[config.mk]
export PLATFORM = sky130hd
export DESIGN_NAME = mouse_counter_delta_and_button_events
export DESIGN_NICKNAME = d
export VERILOG_FILES = /design/src/sv/mcd_pkg.sv /design/src/sv/mouse_counter_delta_and_button_events.sv /design/src/sv/mcd_front.sv /design/src/sv/mcd_queue.sv /design/src/sv/mcd_back.sv
export VERILOG_INCLUDE_DIRS = /design/src /design/src/sv
export SDC_FILE = /design/constraint.sdc
export NUM_CORES = 1
export LEC_CHECK = 0
export BUFFER_PORTS_ARGS = -buffer_cell sky130_fd_sc_hd__buf_2
export CORE_MARGIN = 3
export CORE_UTILIZATION = 55
export CTS_CLUSTER_SIZE = 10
export DETAILED_ROUTE_END_ITERATION = 7
export PLACE_DENSITY = 0.77
export REMOVE_ABC_BUFFERS = 1
export SYNTH_ARGS = -nofsm -noshare
export SYNTH_HDL_FRONTEND = slang
export SYNTH_SLANG_ARGS = --single-unit
[constraint.sdc]
create_clock -name clk -period 5.35 [get_ports clk]
set_input_delay 0.535 -clock clk [delete_from_list [all_inputs] [get_ports clk]]
set_output_delay 0.535 -clock clk [all_outputs]
set_load 0.05 [all_outputs]
[src/sv/assert_macros.svh]
// ---------------------------------------------------------------------------
// assert_macros.svh
// Clocked assertion macros used by the top-level RTL file.
// ---------------------------------------------------------------------------
`ifndef ASSERT_MACROS_SVH
`define ASSERT_MACROS_SVH

// Property checked on every rising edge, off while reset is asserted.
`define ASSERT_CLK(lbl, clk, rstn, prop, msg) \
    lbl: assert property (@(posedge clk) disable iff (!rstn) prop) else $error(msg);

// Condition that must never hold outside reset.
`define ASSERT_NEVER(lbl, clk, rstn, cond, msg) \
    lbl: assert property (@(posedge clk) disable iff (!rstn) !(cond)) else $error(msg);

`endif

[src/sv/mcd_pkg.sv]
// ---------------------------------------------------------------------------
// mcd_pkg
// Types and constants of the mouse counter delta and button event block.
// ---------------------------------------------------------------------------
`default_nettype none

package mcd_pkg;

    localparam int QUEUE_DEPTH_DEF = 4;

    localparam int IN_TDATA_W  = 56;
    localparam int OUT_TDATA_W = 16;
    localparam int OUT_TUSER_W = 4;

    // Event kinds
    localparam logic [1:0] KIND_MOTION  = 2'd0;
    localparam logic [1:0] KIND_PRESS   = 2'd1;
    localparam logic [1:0] KIND_RELEASE = 2'd2;

    // Button identifiers
    localparam logic [1:0] BTN_NONE   = 2'd0;
    localparam logic [1:0] BTN_LEFT   = 2'd1;
    localparam logic [1:0] BTN_RIGHT  = 2'd2;
    localparam logic [1:0] BTN_MIDDLE = 2'd3;

    // Event mask bit positions, in emit order
    localparam int EV_MOTION = 0;
    localparam int EV_LEFT   = 1;
    localparam int EV_RIGHT  = 2;
    localparam int EV_MIDDLE = 3;

    // Button line positions (port 0; port 1 is offset)
    localparam int CIA_LEFT_BIT   = 6;
    localparam int POT_RIGHT_BIT  = 10;
    localparam int POT_MIDDLE_BIT = 8;
    localparam int POT_PORT_STEP  = 4;

    // One classified tick waiting to be played out as events
    typedef struct packed {
        logic [7:0] dx;
        logic [7:0] dy;
        logic [3:0] ev_mask;   // bit0 motion, bit1 left, bit2 right, bit3 middle
        logic [2:0] pressed;   // bit0 left, bit1 right, bit2 middle
    } task_t;

    typedef struct packed {
        logic primed;
        logic push;
    } front_status_t;

    typedef struct packed {
        logic full;
        logic empty;
    } queue_status_t;

endpackage

`default_nettype wire

[src/sv/mouse_counter_delta_and_button_events.sv]
// ---------------------------------------------------------------------------
// mouse_counter_delta_and_button_events
// Mouse counter deltas and button press/release events, one word per event.
// ---------------------------------------------------------------------------
// Usage:
//   s_* takes one snapshot word per frame tick: both counter words, the pot
//   word and the port A byte. cfg_* writes port_select (always ready); write
//   it only while the block is idle.
//   m_* gives up to four event words per tick: motion first, then left,
//   right, middle button changes. tlast marks the final word of a tick;
//   a tick with no motion and no button change gives no word at all.
//   The first event word of a tick passes through the task queue, the task
//   register and the output register before it is valid on m_*.
//   Throughput: the front takes one snapshot per cycle while the task queue
//   (QUEUE_DEPTH entries) has room; the back sends one event word per cycle
//   while m_tready is high, one word for each event of a tick (at most four).
//   When m_tready is low the output register holds its word, the back
//   stalls, the queue fills and then s_tready drops.
//   Reset clears the queue, the output and the stored counter and buttons;
//   the first snapshot after reset only captures the counter.
// ---------------------------------------------------------------------------
`default_nettype none

`include "assert_macros.svh"

module mouse_counter_delta_and_button_events #(
    parameter int QUEUE_DEPTH = mcd_pkg::QUEUE_DEPTH_DEF
) (
    input  wire logic                            clk,
    input  wire logic                            rst_n,
    input  wire logic                            cfg_valid,
    output logic                                 cfg_ready,
    input  wire logic                            cfg_data,    // port_select
    input  wire logic                            s_tvalid,
    output logic                                 s_tready,
    // port0_counter[15:0], port1_counter[31:16], pot_lines[47:32], cia_lines[55:48]
    input  wire logic [mcd_pkg::IN_TDATA_W-1:0]  s_tdata,
    output logic                                 m_tvalid,
    input  wire logic                            m_tready,
    // delta_x[7:0], delta_y[15:8]
    output logic [mcd_pkg::OUT_TDATA_W-1:0]      m_tdata,
    // event_kind[1:0], button_id[3:2]
    output logic [mcd_pkg::OUT_TUSER_W-1:0]      m_tuser,
    output logic                                 m_tlast      // last_event
);
    import mcd_pkg::*;

    logic           port_select_reg;
    task_t          push_task, head_task;
    front_status_t  front_status;
    queue_status_t  queue_status;
    logic           pop;

    assign cfg_ready = 1'b1;

    always_ff @(posedge clk or negedge rst_n)
    begin
        if (!rst_n)
            port_select_reg <= 1'b0;
        else if (cfg_valid && cfg_ready)
            port_select_reg <= cfg_data;
    end

    mcd_front u_front (
        .clk         (clk),
        .rst_n       (rst_n),
        .port_select (port_select_reg),
        .s_tvalid    (s_tvalid),
        .s_tdata     (s_tdata),
        .queue_full  (queue_status.full),
        .s_tready    (s_tready),
        .push_task   (push_task),
        .status      (front_status)
    );

    mcd_queue #(
        .DEPTH (QUEUE_DEPTH)
    ) u_queue (
        .clk       (clk),
        .rst_n     (rst_n),
        .push      (front_status.push),
        .push_task (push_task),
        .pop       (pop),
        .head_task (head_task),
        .status    (queue_status)
    );

    mcd_back u_back (
        .clk         (clk),
        .rst_n       (rst_n),
        .head_task   (head_task),
        .queue_empty (queue_status.empty),
        .pop         (pop),
        .m_tvalid    (m_tvalid),
        .m_tready    (m_tready),
        .m_tdata     (m_tdata),
        .m_tuser     (m_tuser),
        .m_tlast     (m_tlast)
    );

    // no event can exist before the first snapshot primes the counter
    `ASSERT_CLK(a_no_event_unprimed, clk, rst_n, !front_status.primed |-> !m_tvalid && queue_status.empty, "event before first snapshot")
    // the back never pops an empty queue
    `ASSERT_NEVER(a_pop_empty, clk, rst_n, pop && queue_status.empty, "pop from empty queue")
    // motion words never name a button
    `ASSERT_CLK(a_motion_no_button, clk, rst_n, m_tvalid && (m_tuser[1:0] == KIND_MOTION) |-> m_tuser[3:2] == BTN_NONE, "motion word with button id")

endmodule

`default_nettype wire

[src/sv/mcd_front.sv]
// ---------------------------------------------------------------------------
// mcd_front
// Accepts snapshot words, computes deltas and button changes, queues tasks.
// ---------------------------------------------------------------------------
`default_nettype none

module mcd_front (
    input  wire logic                        clk,
    input  wire logic                        rst_n,
    input  wire logic                        port_select,
    input  wire logic                        s_tvalid,
    input  wire logic [mcd_pkg::IN_TDATA_W-1:0] s_tdata,
    input  wire logic                        queue_full,
    output logic                             s_tready,
    output mcd_pkg::task_t                   push_task,
    output mcd_pkg::front_status_t           status
);
    import mcd_pkg::*;

    logic [15:0] prev_counter_reg, prev_counter_next;
    logic [2:0]  prev_buttons_reg, prev_buttons_next;
    logic        primed_reg, primed_next;

    logic [15:0] port0_counter, port1_counter, pot_lines, counter;
    logic [7:0]  cia_lines;
    logic [2:0]  buttons;
    logic [7:0]  dx, dy;
    logic        accept;

    assign port0_counter = s_tdata[15:0];
    assign port1_counter = s_tdata[31:16];
    assign pot_lines     = s_tdata[47:32];
    assign cia_lines     = s_tdata[55:48];

    assign s_tready = !queue_full;
    assign accept   = s_tvalid && s_tready;

    always_comb
    begin
        counter = port_select ? port1_counter : port0_counter;
        dx = counter[7:0] - prev_counter_reg[7:0];
        dy = counter[15:8] - prev_counter_reg[15:8];
        // lines are active low
        if (port_select)
        begin
            buttons[0] = !cia_lines[CIA_LEFT_BIT + 1];
            buttons[1] = !pot_lines[POT_RIGHT_BIT + POT_PORT_STEP];
            buttons[2] = !pot_lines[POT_MIDDLE_BIT + POT_PORT_STEP];
        end
        else
        begin
            buttons[0] = !cia_lines[CIA_LEFT_BIT];
            buttons[1] = !pot_lines[POT_RIGHT_BIT];
            buttons[2] = !pot_lines[POT_MIDDLE_BIT];
        end
    end

    always_comb
    begin
        push_task.dx      = dx;
        push_task.dy      = dy;
        push_task.pressed = buttons;
        push_task.ev_mask = {buttons ^ prev_buttons_reg, (dx != 8'd0) || (dy != 8'd0)};
    end

    assign status.primed = primed_reg;
    assign status.push   = accept && primed_reg && (push_task.ev_mask != 4'd0);

    always_comb
    begin
        prev_counter_next = prev_counter_reg;
        prev_buttons_next = prev_buttons_reg;
        primed_next       = primed_reg;
        if (accept)
        begin
            prev_counter_next = counter;
            primed_next       = 1'b1;
            // first word only captures the counter
            if (primed_reg)
                prev_buttons_next = buttons;
        end
    end

    always_ff @(posedge clk or negedge rst_n)
    begin
        if (!rst_n)
        begin
            prev_counter_reg <= '0;
            prev_buttons_reg <= '0;
            primed_reg       <= 1'b0;
        end
        else
        begin
            prev_counter_reg <= prev_counter_next;
            prev_buttons_reg <= prev_buttons_next;
            primed_reg       <= primed_next;
        end
    end

endmodule

`default_nettype wire

[src/sv/mcd_queue.sv]
// ---------------------------------------------------------------------------
// mcd_queue
// Short task queue between the front and the back.
// ---------------------------------------------------------------------------
`default_nettype none

module mcd_queue #(
    parameter int DEPTH = mcd_pkg::QUEUE_DEPTH_DEF
) (
    input  wire logic           clk,
    input  wire logic           rst_n,
    input  wire logic           push,
    input  wire mcd_pkg::task_t push_task,
    input  wire logic           pop,
    output mcd_pkg::task_t      head_task,
    output mcd_pkg::queue_status_t status
);
    import mcd_pkg::*;

    localparam int AW = (DEPTH > 1) ? $clog2(DEPTH) : 1;
    localparam logic [AW:0] FULL_COUNT = AW'(DEPTH) == '0 ? {1'b1, {AW{1'b0}}}
                                                          : (AW+1)'(DEPTH);

    task_t          entries [DEPTH];
    logic [AW-1:0]  wr_ptr_reg, wr_ptr_next;
    logic [AW-1:0]  rd_ptr_reg, rd_ptr_next;
    logic [AW:0]    count_reg, count_next;

    assign head_task    = entries[rd_ptr_reg];
    assign status.full  = (count_reg == FULL_COUNT);
    assign status.empty = (count_reg == '0);

    always_comb
    begin
        wr_ptr_next = wr_ptr_reg;
        rd_ptr_next = rd_ptr_reg;
        count_next  = count_reg;
        if (push)
            wr_ptr_next = (wr_ptr_reg == AW'(DEPTH - 1)) ? '0 : wr_ptr_reg + 1'b1;
        if (pop)
            rd_ptr_next = (rd_ptr_reg == AW'(DEPTH - 1)) ? '0 : rd_ptr_reg + 1'b1;
        unique case ({push, pop})
            2'b10:   count_next = count_reg + 1'b1;
            2'b01:   count_next = count_reg - 1'b1;
            default: count_next = count_reg;
        endcase
    end

    always_ff @(posedge clk)
    begin
        if (push)
            entries[wr_ptr_reg] <= push_task;
    end

    always_ff @(posedge clk or negedge rst_n)
    begin
        if (!rst_n)
        begin
            wr_ptr_reg <= '0;
            rd_ptr_reg <= '0;
            count_reg  <= '0;
        end
        else
        begin
            wr_ptr_reg <= wr_ptr_next;
            rd_ptr_reg <= rd_ptr_next;
            count_reg  <= count_next;
        end
    end

endmodule

`default_nettype wire

[src/sv/mcd_back.sv]
// ---------------------------------------------------------------------------
// mcd_back
// Plays each queued task out as motion and button event words.
// ---------------------------------------------------------------------------
`default_nettype none

module mcd_back (
    input  wire logic                          clk,
    input  wire logic                          rst_n,
    input  wire mcd_pkg::task_t                head_task,
    input  wire logic                          queue_empty,
    output logic                               pop,
    output logic                               m_tvalid,
    input  wire logic                          m_tready,
    output logic [mcd_pkg::OUT_TDATA_W-1:0]    m_tdata,
    output logic [mcd_pkg::OUT_TUSER_W-1:0]    m_tuser,
    output logic                               m_tlast
);
    import mcd_pkg::*;

    task_t       task_reg, task_next;
    logic        task_valid_reg, task_valid_next;
    logic        out_valid_reg, out_valid_next;
    logic [15:0] out_data_reg, out_data_next;
    logic [3:0]  out_user_reg, out_user_next;
    logic        out_last_reg, out_last_next;

    logic [3:0]  pick;
    logic [1:0]  kind, button;
    logic        is_last, out_free, emit;

    // lowest pending event goes first
    always_comb
    begin
        pick   = 4'd0;
        kind   = KIND_MOTION;
        button = BTN_NONE;
        priority if (task_reg.ev_mask[EV_MOTION])
        begin
            pick[EV_MOTION] = 1'b1;
        end
        else if (task_reg.ev_mask[EV_LEFT])
        begin
            pick[EV_LEFT] = 1'b1;
            kind   = task_reg.pressed[0] ? KIND_PRESS : KIND_RELEASE;
            button = BTN_LEFT;
        end
        else if (task_reg.ev_mask[EV_RIGHT])
        begin
            pick[EV_RIGHT] = 1'b1;
            kind   = task_reg.pressed[1] ? KIND_PRESS : KIND_RELEASE;
            button = BTN_RIGHT;
        end
        else
        begin
            pick[EV_MIDDLE] = 1'b1;
            kind   = task_reg.pressed[2] ? KIND_PRESS : KIND_RELEASE;
            button = BTN_MIDDLE;
        end
        is_last = (task_reg.ev_mask & ~pick) == 4'd0;
    end

    assign out_free = !out_valid_reg || m_tready;
    assign emit     = task_valid_reg && out_free;
    assign pop      = !queue_empty && (!task_valid_reg || (emit && is_last));

    always_comb
    begin
        task_next       = task_reg;
        task_valid_next = task_valid_reg;
        if (pop)
        begin
            task_next       = head_task;
            task_valid_next = 1'b1;
        end
        else if (emit)
        begin
            task_next.ev_mask = task_reg.ev_mask & ~pick;
            task_valid_next   = !is_last;
        end
    end

    always_comb
    begin
        out_valid_next = out_valid_reg;
        out_data_next  = out_data_reg;
        out_user_next  = out_user_reg;
        out_last_next  = out_last_reg;
        if (emit)
        begin
            out_valid_next = 1'b1;
            out_data_next  = {task_reg.dy, task_reg.dx};
            out_user_next  = {button, kind};
            out_last_next  = is_last;
        end
        else if (m_tready)
        begin
            out_valid_next = 1'b0;
        end
    end

    assign m_tvalid = out_valid_reg;
    assign m_tdata  = out_data_reg;
    assign m_tuser  = out_user_reg;
    assign m_tlast  = out_last_reg;

    always_ff @(posedge clk)
    begin
        task_reg     <= task_next;
        out_data_reg <= out_data_next;
        out_user_reg <= out_user_next;
        out_last_reg <= out_last_next;
    end

    always_ff @(posedge clk or negedge rst_n)
    begin
        if (!rst_n)
        begin
            task_valid_reg <= 1'b0;
            out_valid_reg  <= 1'b0;
        end
        else
        begin
            task_valid_reg <= task_valid_next;
            out_valid_reg  <= out_valid_next;
        end
    end

endmodule

`default_nettype wire

==> impl_metrics.env <==
export IMPL_fp_dieW_um=119.2
export IMPL_skew_ps=13.05
export IMPL_drtAntennaViolNets=0
export IMPL_core_um2=12260
export IMPL_tightestPinTransition_ps=1160
export IMPL_r2r_slack_ps=860
export IMPL_dieArea_um2=14210
export IMPL_wl_per_cell_um=17.53
export IMPL_synth_top_area_share_pct=57.93
export IMPL_finalSetupViolations=0
export IMPL_cts_setup_buffers=0
export IMPL_critPathKind="flip-flop to flip-flop"
export IMPL_clock_sinks=166
export IMPL_ios=86
export IMPL_finalCritPeriodShare_pct=83.99
export IMPL_yosysMostFrequentCell="edfxtp_1"
export IMPL_grt_pass1_wl_um=19380
export IMPL_max_freq_mhz=222.5
export IMPL_start_util_pct=57.49
export IMPL_maxCapViolCount=0
export IMPL_htree_levels=4
export IMPL_area_growth_pct=16.24
export IMPL_async_reset_ff_share_pct=18.07
export IMPL_hpwl_um=7604
export IMPL_yosysWarningCount=0
export IMPL_r2r_start="port_select_reg"
export IMPL_rsz0062_at_grt="no"
export IMPL_via_per_inst=5.484
export IMPL_clk_latency_ps=420
export IMPL_antenna_found_initial=0
export IMPL_nFillCells=821
export IMPL_synth_main_ff_cell="edfxtp_1"
export IMPL_synth_edff_count=136
export IMPL_peakVddDrop_v=0.0002480
export IMPL_largest_reg_flops=92
export IMPL_die_h_um=119.2
export IMPL_synth_ff_latch_count=166
export IMPL_netlist_instances=421
export IMPL_cp_start_kind="flip-flop"
export IMPL_cts_tree="done"
export IMPL_synth_area_leaders="edfxtp_1 58%, dfrtp_1 11%, mux4_2 7.3%"
export IMPL_path_clk_slew_ps=60
export IMPL_endpoint_kind="flip-flop"
export IMPL_power_density_nw_per_um2=651.8
export IMPL_num_vias=3707
export IMPL_syn_avg_cell_area_um2=16.74
export IMPL_finalHoldViolCount=0
export IMPL_grt_pass1_vias=3791
export IMPL_min_path_type="primary input to async pin"
export IMPL_slew_headroom_pct=22.02
export IMPL_overflow=0
export IMPL_worstPathArrival_ps=4830
export IMPL_numCtsBuffers=17
export IMPL_cts_buffer_depth=2
export IMPL_critPathMaxFanout=17
export IMPL_synth_area_um2=7049
export IMPL_status="finished clean"
export IMPL_yosysTopAreaCell="edfxtp_1"
export IMPL_antenna_cells=0
export IMPL_rows=40
export IMPL_fin_tns_setup_ps=0
export IMPL_place_area_um2=7551
export IMPL_drc=0
export IMPL_portBuffers=66
export IMPL_track_usage_pct=18.06
export IMPL_yosysSeqAreaShare_pct=68.58
export IMPL_drtIter0Drc=233
export IMPL_postCtsHoldBufs=0
export IMPL_wirelength_um=11850
export IMPL_drive_gt1_share_pct=30.91
export IMPL_first_pass_iters=7
export IMPL_fin_area_um2=8194
export IMPL_grt_max_degree=31
export IMPL_ctsResizeCount=0
export IMPL_fin_crit_ps=4494
export IMPL_final_nets=580
export IMPL_maxSlewViolCount=0
export IMPL_routabilityCongestion=0.7135
export IMPL_synth_cell_types=43
export IMPL_leakage_uw=0.003102
export IMPL_r2r_end="u_queue.count_reg[2]"
export IMPL_reg2reg_depth=16
export IMPL_crit_required_ps=5690
export IMPL_synth_top_cells_by_count="136 x edfxtp_1, 30 x dfrtp_1, 29 x inv_1, 29 x mux2_2, 23 x mux4_2"
export IMPL_cts_root_buf="clkbuf_16"
-- per-layer routing --
| layer | vias up | routed length (um) | part of all wire (%) | global-route usage [%] |
|---|---|---|---|---|
| li1 | 1741 | - | - | - |
| met1 | 1801 | 5001 | 42 | 22.41 |
| met2 | 136 | 5928 | 50 | 29.88 |
| met3 | 29 | 636 | 5.4 | 4.606 |
| met4 | 0 | 282 | 2.4 | 8.400 |
| met5 | - | 0 | 0 | 0 |
-- cell type report --
class | instances | area, um^2 | area share [%]
Clock buffer | 24 | 471.7 | 5.757
Clock inverter | 8 | 171.4 | 2.092
Inverter | 29 | 108.9 | 1.328
Multi-Input combinational cell | 213 | 2052 | 25.04
Sequential cell | 166 | 4835 | 59.00
Tap cell | 168 | 210.2 | 2.565
Timing Repair Buffer | 68 | 345.3 | 4.214
-- cells by family (layout without fill, tap and decap cells) --
kind of cell | count (synthesis) | in the layout | synth area share [%]
AO/OA/AOI/OAI | 41 | 41 | 3.532
buffers and inverters | 42 | 129 | 2.307
other | 1 | 1 | 0.05320
XOR/XNOR | 17 | 17 | 2.112
adder cells (fa/ha/maj) | 24 | 24 | 4.544
AND/OR/NAND/NOR | 66 | 66 | 5.183
multiplexers | 64 | 64 | 13.68
flip-flops | 166 | 166 | 68.58
-- worst max-delay path, cell delays in order (launching register included) --
cell	delay, ps
dfrtp_1	440
buf_4	300
mux2_2	400
ha_1	370
a211oi_2	310
nor2_1	100
xor2_1	190
or4_4	550
nor4_4	330
a31oi_2	210
inv_1	140
ha_1	200
inv_1	70
fa_1	370
xor2_1	150
nor2_1	140
xor2_1	160
-- worst max path at each step --
stage | start | end | slack, ps | cells after the start
global route | port_select_reg | u_queue.count_reg[2] | 590 | 16
detailed placement | s_tdata[24] | u_queue.count_reg[2] | 910 | 18
floorplan | port_select_reg | u_queue.count_reg[2] | 1070 | 17
global placement | s_tdata[24] | u_queue.count_reg[2] | 970 | 18
CTS | port_select_reg | u_queue.count_reg[2] | 850 | 16
finish | port_select_reg | u_queue.count_reg[2] | 860 | 16
-- through the flow --
step | hold slack (ps) | power, uW | util, % | std cells | worst slack [ps]
after CTS | 200.4 | 5385 | 66.83 | 676 | 851.4
after global routing | 245.0 | 5627 | 66.83 | 676 | 586.6
after global placement | 401.5 | 3943 | 61.58 | 644 | 970.9
after detailed placement | 404.5 | 4046 | 61.58 | 644 | 907.2
after floorplan | 239.4 | 3581 | - | 408 | 1069
final | 181.8 | 5341 | 66.83 | 676 | 856.3
-- where the power goes --
part / total (uW) / leakage, uW / internal [uW] / switching (uW)
clock network: 1310 / 0.000309 / 853 / 454
logic: 1720 / 0.00119 / 619 / 1100
registers: 2310 / 0.00161 / 2120 / 191
total: 5340 / 0.00310 / 3590 / 1750
-- cell usage in the layout, fill, tap and decap left out, drive strengths merged, types with 13 or more instances in the layout --
master | Yosys | final
clkbuf | 7 | 24
edfxtp | 136 | 136
dfrtp | 30 | 30
buf | 6 | 68
ha | 20 | 20
nand2 | 13 | 13
a21oi | 13 | 13
inv | 29 | 29
nor2 | 16 | 16
mux4 | 23 | 23
o21ai | 17 | 17
mux2 | 29 | 29
No activity file was read; power rests on OpenSTA's default activity.
